## src/design/cper_pkg.sv

```systemverilog
// Shared types, constants and helpers for the camera pose Euler rotator.
// Used by cper_cordic and camera_pose_euler_rotator; depends on nothing.
package cper_pkg;

   localparam int CORDIC_STEPS = 16;
   localparam int FRAC_BITS    = 16;
   localparam int STEP_W       = $clog2(CORDIC_STEPS + 1);
   localparam int TRIG_W       = FRAC_BITS + 2;
   localparam int NUM_REGS     = 6;

   // 360 degrees in Q16.16
   localparam logic [24:0] ANGLE_MOD = 25'd23592960;

   // CORDIC gain compensation, Q30
   localparam longint CORDIC_K = 64'sd652032874
      + ((64'sd434688583 + (64'sd1 <<< (2 * CORDIC_STEPS - 1))) >>> (2 * CORDIC_STEPS));

   typedef enum logic [1:0] {
      KIND_ROTATE    = 2'd0,
      KIND_TRANSLATE = 2'd1,
      KIND_MOVE      = 2'd2,
      KIND_SET_POS   = 2'd3
   } kind_type;

   typedef enum logic [2:0] {
      CSR_LOOK_X = 3'd0,
      CSR_LOOK_Y = 3'd1,
      CSR_LOOK_Z = 3'd2,
      CSR_UP_X   = 3'd3,
      CSR_UP_Y   = 3'd4,
      CSR_UP_Z   = 3'd5
   } csr_index_type;

   typedef struct packed {
      kind_type           kind;
      logic signed [31:0] value_a;
      logic signed [31:0] value_b;
      logic signed [31:0] value_c;
   } req_type;

   typedef struct packed {
      logic signed [31:0] pos_x;
      logic signed [31:0] pos_y;
      logic signed [31:0] pos_z;
      logic signed [31:0] look_x;
      logic signed [31:0] look_y;
      logic signed [31:0] look_z;
      logic signed [31:0] up_x;
      logic signed [31:0] up_y;
      logic signed [31:0] up_z;
      logic [24:0]        pitch_deg;
      logic [24:0]        yaw_deg;
      logic [24:0]        roll_deg;
   } rsp_type;

   typedef struct packed {
      logic        start;
      logic [24:0] angle;
   } cordic_req_type;

   typedef struct packed {
      logic                     done;
      logic signed [TRIG_W-1:0] cos_val;
      logic signed [TRIG_W-1:0] sin_val;
   } cordic_rsp_type;

   // atan(2^-i) in degrees, 24 fraction bits
   function automatic logic [31:0] atan_deg(input logic [4:0] i);
      logic [31:0] r;
      unique case (i)
         5'd0:  r = 32'd754974720;
         5'd1:  r = 32'd445687602;
         5'd2:  r = 32'd235489088;
         5'd3:  r = 32'd119537938;
         5'd4:  r = 32'd60000934;
         5'd5:  r = 32'd30029717;
         5'd6:  r = 32'd15018523;
         5'd7:  r = 32'd7509720;
         5'd8:  r = 32'd3754917;
         5'd9:  r = 32'd1877466;
         5'd10: r = 32'd938734;
         5'd11: r = 32'd469367;
         5'd12: r = 32'd234684;
         5'd13: r = 32'd117342;
         5'd14: r = 32'd58671;
         5'd15: r = 32'd29335;
         5'd16: r = 32'd14668;
         5'd17: r = 32'd7334;
         5'd18: r = 32'd3667;
         5'd19: r = 32'd1833;
         5'd20: r = 32'd917;
         5'd21: r = 32'd458;
         5'd22: r = 32'd229;
         5'd23: r = 32'd115;
         default: r = 32'd0;
      endcase
      return r;
   endfunction

   // saturate to the signed 32-bit range
   function automatic logic signed [31:0] sat32(input logic signed [65:0] v);
      logic signed [31:0] r;
      if (v > 66'sh0_7FFF_FFFF) begin
         r = 32'sh7FFF_FFFF;
      end else if (v < -66'sh0_8000_0000) begin
         r = 32'sh8000_0000;
      end else begin
         r = v[31:0];
      end
      return r;
   endfunction

endpackage

```

## src/design/cper_cordic.sv

```systemverilog
// Iterative CORDIC giving cosine and sine of an angle in degrees (Q16.16).
// Depends on cper_pkg; one micro-rotation per cycle.
module cper_cordic (
   input  logic                     clock,
   input  logic                     reset,
   input  cper_pkg::cordic_req_type cmd,
   output cper_pkg::cordic_rsp_type res
);

   localparam logic signed [33:0] D90  = 34'sd1509949440;
   localparam logic signed [33:0] D180 = 34'sd3019898880;
   localparam logic signed [33:0] D360 = 34'sd6039797760;
   localparam logic signed [33:0] TRIG_RND = 34'sd1 <<< (29 - cper_pkg::FRAC_BITS);

   logic signed [33:0] x_ff, x_in, y_ff, y_in, z_ff, z_in;
   logic neg_ff, neg_in, busy_ff, busy_in, done_ff, done_in;
   logic [cper_pkg::STEP_W-1:0] i_ff, i_in;
   logic signed [cper_pkg::TRIG_W-1:0] cos_ff, cos_in, sin_ff, sin_in;

   always_comb begin
      logic signed [33:0] z0, zw, xs, ys, at, xr, yr, cr, sr;
      x_in = x_ff; y_in = y_ff; z_in = z_ff; neg_in = neg_ff;
      i_in = i_ff; busy_in = busy_ff; done_in = 1'b0;
      cos_in = cos_ff; sin_in = sin_ff;
      z0 = $signed({1'b0, cmd.angle, 8'b0});
      zw = (z0 >= D180) ? z0 - D360 : z0;
      xs = x_ff >>> i_ff;
      ys = y_ff >>> i_ff;
      at = $signed({2'b00, cper_pkg::atan_deg(5'(i_ff))});
      xr = neg_ff ? -x_ff : x_ff;
      yr = neg_ff ? -y_ff : y_ff;
      cr = (xr + TRIG_RND) >>> (30 - cper_pkg::FRAC_BITS);
      sr = (yr + TRIG_RND) >>> (30 - cper_pkg::FRAC_BITS);
      if (cmd.start) begin
         x_in = 34'(cper_pkg::CORDIC_K);
         y_in = '0;
         i_in = '0;
         busy_in = 1'b1;
         // fold into [-90, 90]; negate at the end when folded by 180
         if (zw > D90) begin
            z_in = zw - D180; neg_in = 1'b1;
         end else if (zw < -D90) begin
            z_in = zw + D180; neg_in = 1'b1;
         end else begin
            z_in = zw; neg_in = 1'b0;
         end
      end else if (busy_ff) begin
         if (i_ff == cper_pkg::STEP_W'(cper_pkg::CORDIC_STEPS)) begin
            cos_in = cr[cper_pkg::TRIG_W-1:0];
            sin_in = sr[cper_pkg::TRIG_W-1:0];
            done_in = 1'b1;
            busy_in = 1'b0;
         end else begin
            if (z_ff >= 0) begin
               x_in = x_ff - ys; y_in = y_ff + xs; z_in = z_ff - at;
            end else begin
               x_in = x_ff + ys; y_in = y_ff - xs; z_in = z_ff + at;
            end
            i_in = i_ff + 1'b1;
         end
      end
   end

   always_ff @(posedge clock) begin
      if (reset) begin
         busy_ff <= 1'b0;
         done_ff <= 1'b0;
      end else begin
         busy_ff <= busy_in;
         done_ff <= done_in;
      end
      x_ff <= x_in; y_ff <= y_in; z_ff <= z_in; neg_ff <= neg_in;
      i_ff <= i_in; cos_ff <= cos_in; sin_ff <= sin_in;
   end

   assign res.done    = done_ff;
   assign res.cos_val = cos_ff;
   assign res.sin_val = sin_ff;

endmodule
```

## config.mk

```make
export PLATFORM = sky130hd
export DESIGN_NAME = cper_cordic
export DESIGN_NICKNAME = d
export VERILOG_FILES = /design/src/design/cper_pkg.sv /design/src/design/cper_cordic.sv
export SDC_FILE = /design/constraint.sdc
export NUM_CORES = 1
export LEC_CHECK = 0
export BUFFER_PORTS_ARGS = -buffer_cell sky130_fd_sc_hd__buf_2
export CAP_MARGIN = 20
export CORE_ASPECT_RATIO = 1.5
export CORE_MARGIN = 5
export CORE_UTILIZATION = 65
export CTS_CLUSTER_DIAMETER = 30
export DETAILED_ROUTE_END_ITERATION = 7
export HOLD_SLACK_MARGIN = 0.08
export PLACE_DENSITY = 0.81
export SYNTH_ARGS = -nofsm -noshare
export SYNTH_HDL_FRONTEND = slang
export SYNTH_SLANG_ARGS = --single-unit
```

## constraint.sdc

```tcl
create_clock -name clock -period 9.9 [get_ports clock]
set_clock_uncertainty 0.2 [all_clocks]
set_input_delay 0 -clock clock [delete_from_list [all_inputs] [get_ports clock]]
set_output_delay 0 -clock clock [all_outputs]
set_load 0.05 [all_outputs]
```

==> summary.txt, run 1 <==
DR WL/cell = 24.1 um
drt drc = 0
post-synthesis adder-cell area fraction = 7.65%
number of global-route vias before repair = 20,200
xor/xnor share of the synthesized area = 9.97%
end of the worst register-to-register path = y_ff[33]
Hold Path Cell Cnt = 4
P_leak = 8.78 nW
Final Instance Area = 21,900 sq um
hold_sp = cmd[24]
FF+latch area = 4250 sq um
Hold Path Class = primary input to flop
proportion of layout cells with a drive suffix above 1 = 12.1%
CTS buffer count = 17
Mapped Cells = 2,540
RSZ-0062 raised after global routing = no
Pwr Density = 389 nW/um^2
Core Rows = 79
register area share after synthesis = 20.6%
Max clock buf depth = 2
area taken by multi-input logic gates = 15,300 sq um
GP Congestion = 1.04
Post-Syn Area = 20,600 sq um
GRT Total Usage = 38.4%
WP data arrival = 7.98 ns
Max stage delay on crit path = 0.72 ns
Post-synth EDFFs = 71
Net Count, Synth = 2,691
Buf+Inv Stages, Crit Path = 1
Max rail drop VDD = 0.243 mV
crit path launch type = flop
DR vias/cell = 7.07
DRT Pass-1 Iters = 8
chip width = 155 um
worst-path cell chain = buf_4 > mux4_2 > mux2i_1 > mux2i_1 > a2bb2oi_2 > nand3_1 > or4_4 > or3_1 > o311ai_0 > o41ai_1 > a21o_1 > ha_1 > nand3_1 > nor2_1 > nand3_1 > a21oi_1 > nor4_1 > nor3b_1 > a41oi_1 > o311a_1 > xnor2_1 > or3_1 > a21oi_1
Routed Antenna Nets = 0
first-pass GRT wire length = 109,000 um
multiplexer share of the synthesized area = 13.2%
H-Tree Depth = 4
grt ovf = 0
status = finished clean
kind of critical path = flop to flop
worst r2r src = i_ff[1]
main combinational cell family by area after synthesis = compound AO/OA/AOI/OAI gates
port bufs = 64
Placed Area = 21,000 sq um
First DRT Iteration DRCs = 2,122
Max-slew headroom = 29.3%
Starting Density = 66.0%
CP max-delay cell = dfxtp_4
Clock Sinks = 176
initial antenna violation count = 0
core box area = 31,100 sq um
Die ar. = 35,400 sq um
Synth Area in Compound Gates = 25.1%
max frequency = 128 MHz
crit-path leading delay family = simple AND/OR/NAND/NOR gates
Fin. Hold Viols = 0
max-cap violations = 0
Die Y-Extent = 228 um
Worst-Margin Slew = 1.06 ns
CP required = 10.10 ns
dpl hpwl = 51,700 um
area share of and/or/nand/nor cells after synthesis = 18.7%
largest net degree at the start of global routing = 70
Hold Buf Count CTS = 26
R2R cell count = 23
Gates resized, CTS repair = 0
post-CTS setup buffer count = 0
period utilisation layout = 78.6%
via count = 20,800
flop2flop setup slack = 2.12 ns
Clock Latency Late Sink = 0.47 ns
Final setup viols = 0
cell chosen for the clock root = clkbuf_16
Synth cell types = 98
Slew Viols, Final = 0
post-route setup TNS = 0 ns
async set-reset flop share out of synthesis = 0%
Hold Path Sink = z_ff[32]
ANT cells = 0
number of placed I/O pins = 65
Yosys reg bits = 176
Tmin final = 7.78 ns
Crit path top cell by count = nand3_1
syn avg cell area = 8.09 sq um
area delta synth->final = 6.34%
final WL = 70,900 um
layout net count = 2,673
Fill cells = 2,559
Clock transition at path regs = 0.08 ns
Synth Warn # = 0
Max FO, Critical Path = 42
Setup crit end kind = flop
CTS tree = done
Main synth FF type = dfxtp_1
## final cells by class
| class | count | area share, % |
|---|---|---|
| inverters | 64 | 1.10 |
| clock inverters | 15 | 0.864 |
| well taps | 405 | 2.32 |
| clock buffers | 17 | 1.95 |
| multi-input cells | 2130 | 70.2 |
| flip-flops and latches | 176 | 19.4 |
| repair buffers | 133 | 4.14 |
## kinds of logic after synthesis
group	Yosys count
muxes	181
and+or+nand+nor	808
buffers and inverters	234
AOI/OAI and AO/OA	783
DFF	176
xor gates and xnor gates	234
adders and majority gates	124
## cell usage in the layout, fill, tap and decap left out, types with 67 or more instances in the layout
cell type and instances:
xor2_1 95, mux4_2 67, a21o_1 74, o21ai_0 188, ha_1 120, edfxtp_1 71
dfxtp_1 101, nand2_1 301, a21oi_1 185, nor2_1 186, mux2i_1 75, xnor2_1 139
## stage by stage
step | worst slack (ns) | power [mW] | util, % | hold WS (ns) | instances
global placement | 2.54 | 7.38 | 67.4 | -0.0225 | 2882
global route | 1.67 | 9.13 | 70.2 | 0.187 | 2940
detailed placement | 2.38 | 7.56 | 67.4 | -0.0186 | 2882
finish | 2.12 | 8.51 | 70.2 | 0.127 | 2940
CTS | 2.29 | 8.34 | 70.2 | 0.140 | 2940
floorplan | 3.87 | 6.14 | - | -0.128 | 2540
## routing by layer
metal	GRT usage, %	routed length, um	share of wire (%)	vias up
met1	42.3	24300	34	9764
li1	-	-	-	9426
met4	30.3	6660	9.4	0
met5	0	0	0	-
met2	65.0	33900	48	1202
met3	5.95	6070	8.6	400
## worst max path at each step
stage	end	slack, ns	depth (start not counted)	startpoint
5_1_grt	y_ff[33]	1.67	23	i_ff[1]
3_3_place_gp	y_ff[33]	2.54	23	i_ff[1]
6_report	y_ff[33]	2.12	23	i_ff[1]
3_5_place_dp	y_ff[33]	2.38	23	i_ff[1]
4_1_cts	y_ff[33]	2.29	23	i_ff[1]
2_1_floorplan	y_ff[33]	3.87	26	i_ff[0]
## cells in the mapped netlist, types with 12 or more instances
cell,number,area [sq um]
or2_2,22,138
buf_1,12,45.0
a21o_1,74,556
nor2b_1,23,144
edfxtp_1,71,2130
mux2i_1,75,751
nand2b_1,38,238
nand4_1,21,131
o211ai_1,17,128
buf_2,31,155
o31ai_1,25,188
nor3b_1,12,90.1
o21a_1,17,128
ha_1,120,1500
mux4_2,67,1510
a21oi_1,185,926
nor4_1,14,87.6
inv_1,57,214
a221o_1,12,120
a211o_1,15,131
nand2_1,302,1130
dfxtp_1,105,2100
and3_1,25,156
a211oi_1,28,210
xnor2_1,139,1220
o21bai_1,17,128
o21ai_0,188,941
or3_1,24,150
clkbuf_1,116,435
nor2_1,188,706
o22ai_1,42,263
a31oi_1,25,156
and2_1,17,106
xor2_1,95,832
nand3_1,43,215
mux2_2,34,383
nor3_1,41,205
## tightest hold or removal path, cell delays in order
cell and delay, ns:
buf_2 0.22, a31oi_1 0.17, xnor2_1 0.16, mux2_2 0.14
## report_power, final
part	internal, mW	total [mW]	switching, mW
Sequential	1.02	1.42	0.393
Combinational	2.77	6.37	3.60
Clock	0.365	0.727	0.362
Total	4.16	8.51	4.36
No activity file was read; power rests on OpenSTA's default activity.
==> run 2: changes to the inputs <==
- clock period: 9.9 -> 8 ns (I/O delays scaled with it)
==> summary.txt, run 2 (synthesized netlist as in run 1, its figures left out) <==
Tmin final = 7.48 ns
proportion of layout cells with a drive suffix above 1 = 12.6%
Hold Path Cell Cnt = 4
via count = 21,300
NetSw = 5.51 mW
Max-slew headroom = 30.3%
core box area = 31,100 sq um
area taken by multi-input logic gates = 15,300 sq um
CTS buffer count = 17
Starting Density = 66.0%
post-place setup slack = 0.700 ns
first-pass GRT wire length = 114,000 um
DRT Pass-1 Iters = 7
final worst slack = 0.516 ns
Final Instance Area = 22,000 sq um
Gate power share = 74.3%
Clock Sinks = 176
max frequency = 134 MHz
Max rail drop VDD = 0.378 mV
drt drc = 0
Non-Filler Instances = 2,957
Crit path top cell by count = nand3_1
commonest non-fill, non-tap cell in the layout = nand2_1
Fin. Hold Viols = 0
sequential share of power = 17.1%
GRT Total Usage = 40.6%
CTS tree = done
Worst-Margin Slew = 1.04 ns
Fill cells = 2,480
crit-path leading delay family = simple AND/OR/NAND/NOR gates
crit path launch type = flop
dpl hpwl = 54,300 um
largest net degree at the start of global routing = 72
CP max-delay cell = dfxtp_4
layout net count = 2,690
ANT cells = 0
Clock Latency Late Sink = 0.49 ns
Hold WS = 0.103 ns
final WL = 74,600 um
grt ovf = 0
WP data arrival = 7.69 ns
initial antenna violation count = 2
area delta synth->final = 7.13%
Core Rows = 79
DR WL/cell = 25.2 um
number of global-route vias before repair = 21,000
cell chosen for the clock root = clkbuf_16
Clock transition at path regs = 0.09 ns
chip width = 155 um
max-cap violations = 0
R2R cell count = 24
post-CTS setup buffer count = 0
worst-path cell chain = buf_4 > mux2_2 > a222oi_1 > o211ai_1 > nand3_1 > ha_1 > nand3_1 > or4_4 > or3_1 > o311ai_0 > o41ai_1 > a21o_1 > ha_1 > nand3_1 > nor2_1 > nand3_1 > a21oi_1 > nor4_1 > nor3b_1 > a41oi_1 > o311a_1 > xnor2_1 > or3_1 > a21oi_1
FF+latch area = 4250 sq um
Internal = 5.14 mW
Pwr Density = 484 nW/um^2
post-route setup TNS = 0 ns
DP Cell Count = 2,899
Clock power frac = 8.6%
Max stage delay on crit path = 0.87 ns
Crit path depth = 24
CP required = 8.21 ns
GP Congestion = 1.05
RSZ-0062 raised after global routing = no
Post-Route Utilization = 70.7%
Routed Antenna Nets = 0
Die Y-Extent = 228 um
commonest cells after routing, fill and taps aside = nand2_1 (301), o21ai_0 (188), nor2_1 (187)
H-Tree Depth = 4
Die ar. = 35,400 sq um
kind of critical path = flop to flop
Max FO, Critical Path = 53
Hold Path Class = primary input to flop
period utilisation layout = 93.5%
First DRT Iteration DRCs = 2,037
status = finished clean
Max clock buf depth = 2
port bufs = 64
total power = 10.7 mW
Final setup viols = 0
DR vias/cell = 7.20
P_leak = 8.87 nW
Placed Area = 21,100 sq um
Sw Share = 51.7%
Setup crit end kind = flop
Buf+Inv Stages, Crit Path = 1
Slew Viols, Final = 0
number of placed I/O pins = 65
-- run 2: per-layer routing --
layer	routed length, um	GRT usage [%]
met2	36100	69.6
met4	7000	32.0
met1	25200	43.1
met3	6330	7.88
met5	22	0
-- run 2: worst reg2reg max path: stages (launching register included) --
cell and delay, ns:
dfxtp_4 0.87, buf_4 0.40, mux2_2 0.40, a222oi_1 0.37, o211ai_1 0.21, nand3_1 0.25
ha_1 0.23, nand3_1 0.15, or4_4 0.48, or3_1 0.40, o311ai_0 0.35, o41ai_1 0.14
a21o_1 0.20, ha_1 0.37, nand3_1 0.12, nor2_1 0.22, nand3_1 0.11, a21oi_1 0.16
nor4_1 0.09, nor3b_1 0.38, a41oi_1 0.28, o311a_1 0.41, xnor2_1 0.16, or3_1 0.32
a21oi_1 0.14
-- run 2: area by class of cell --
type | instances | area share (%)
Clock inverter | 15 | 0.960
Inverter | 64 | 1.09
Clock buffer | 17 | 1.93
Multi-Input combinational cell | 2130 | 69.7
Timing Repair Buffer | 150 | 4.76
Sequential cell | 176 | 19.3
Tap cell | 405 | 2.30
-- run 2: power by group through the flow --
| stage | Sequential, mW | Clock, mW | Combinational [mW] |
|---|---|---|---|
| after CTS | 1.76 | 0.917 | 7.72 |
| final | 1.82 | 0.918 | 7.91 |
| after global placement | 1.77 | 0 | 7.38 |
| after floorplan | 1.45 | 0 | 6.16 |
| after global routing | 1.81 | 0.950 | 8.60 |
| after detailed placement | 1.78 | 0 | 7.61 |
-- run 2: repair_timing --
| item | in CTS | in global routing |
|---|---|---|
| hold buffers | 25 | 0 |
| endpoints found under the hold margin | 59 | 0 |
| setup endpoints to repair | 0 | 0 |
| gates resized for setup | 0 | 0 |
-- run 2: final timing paths --
check	startpoint	to	slack, ns
worst min-delay path	cmd[24]	z_ff[32]	0.10
worst max-delay path	i_ff[1]	y_ff[33]	0.52
worst max register to register	i_ff[1]	y_ff[33]	0.52
worst min register to register	x_ff[0]	x_ff[0]	0.36
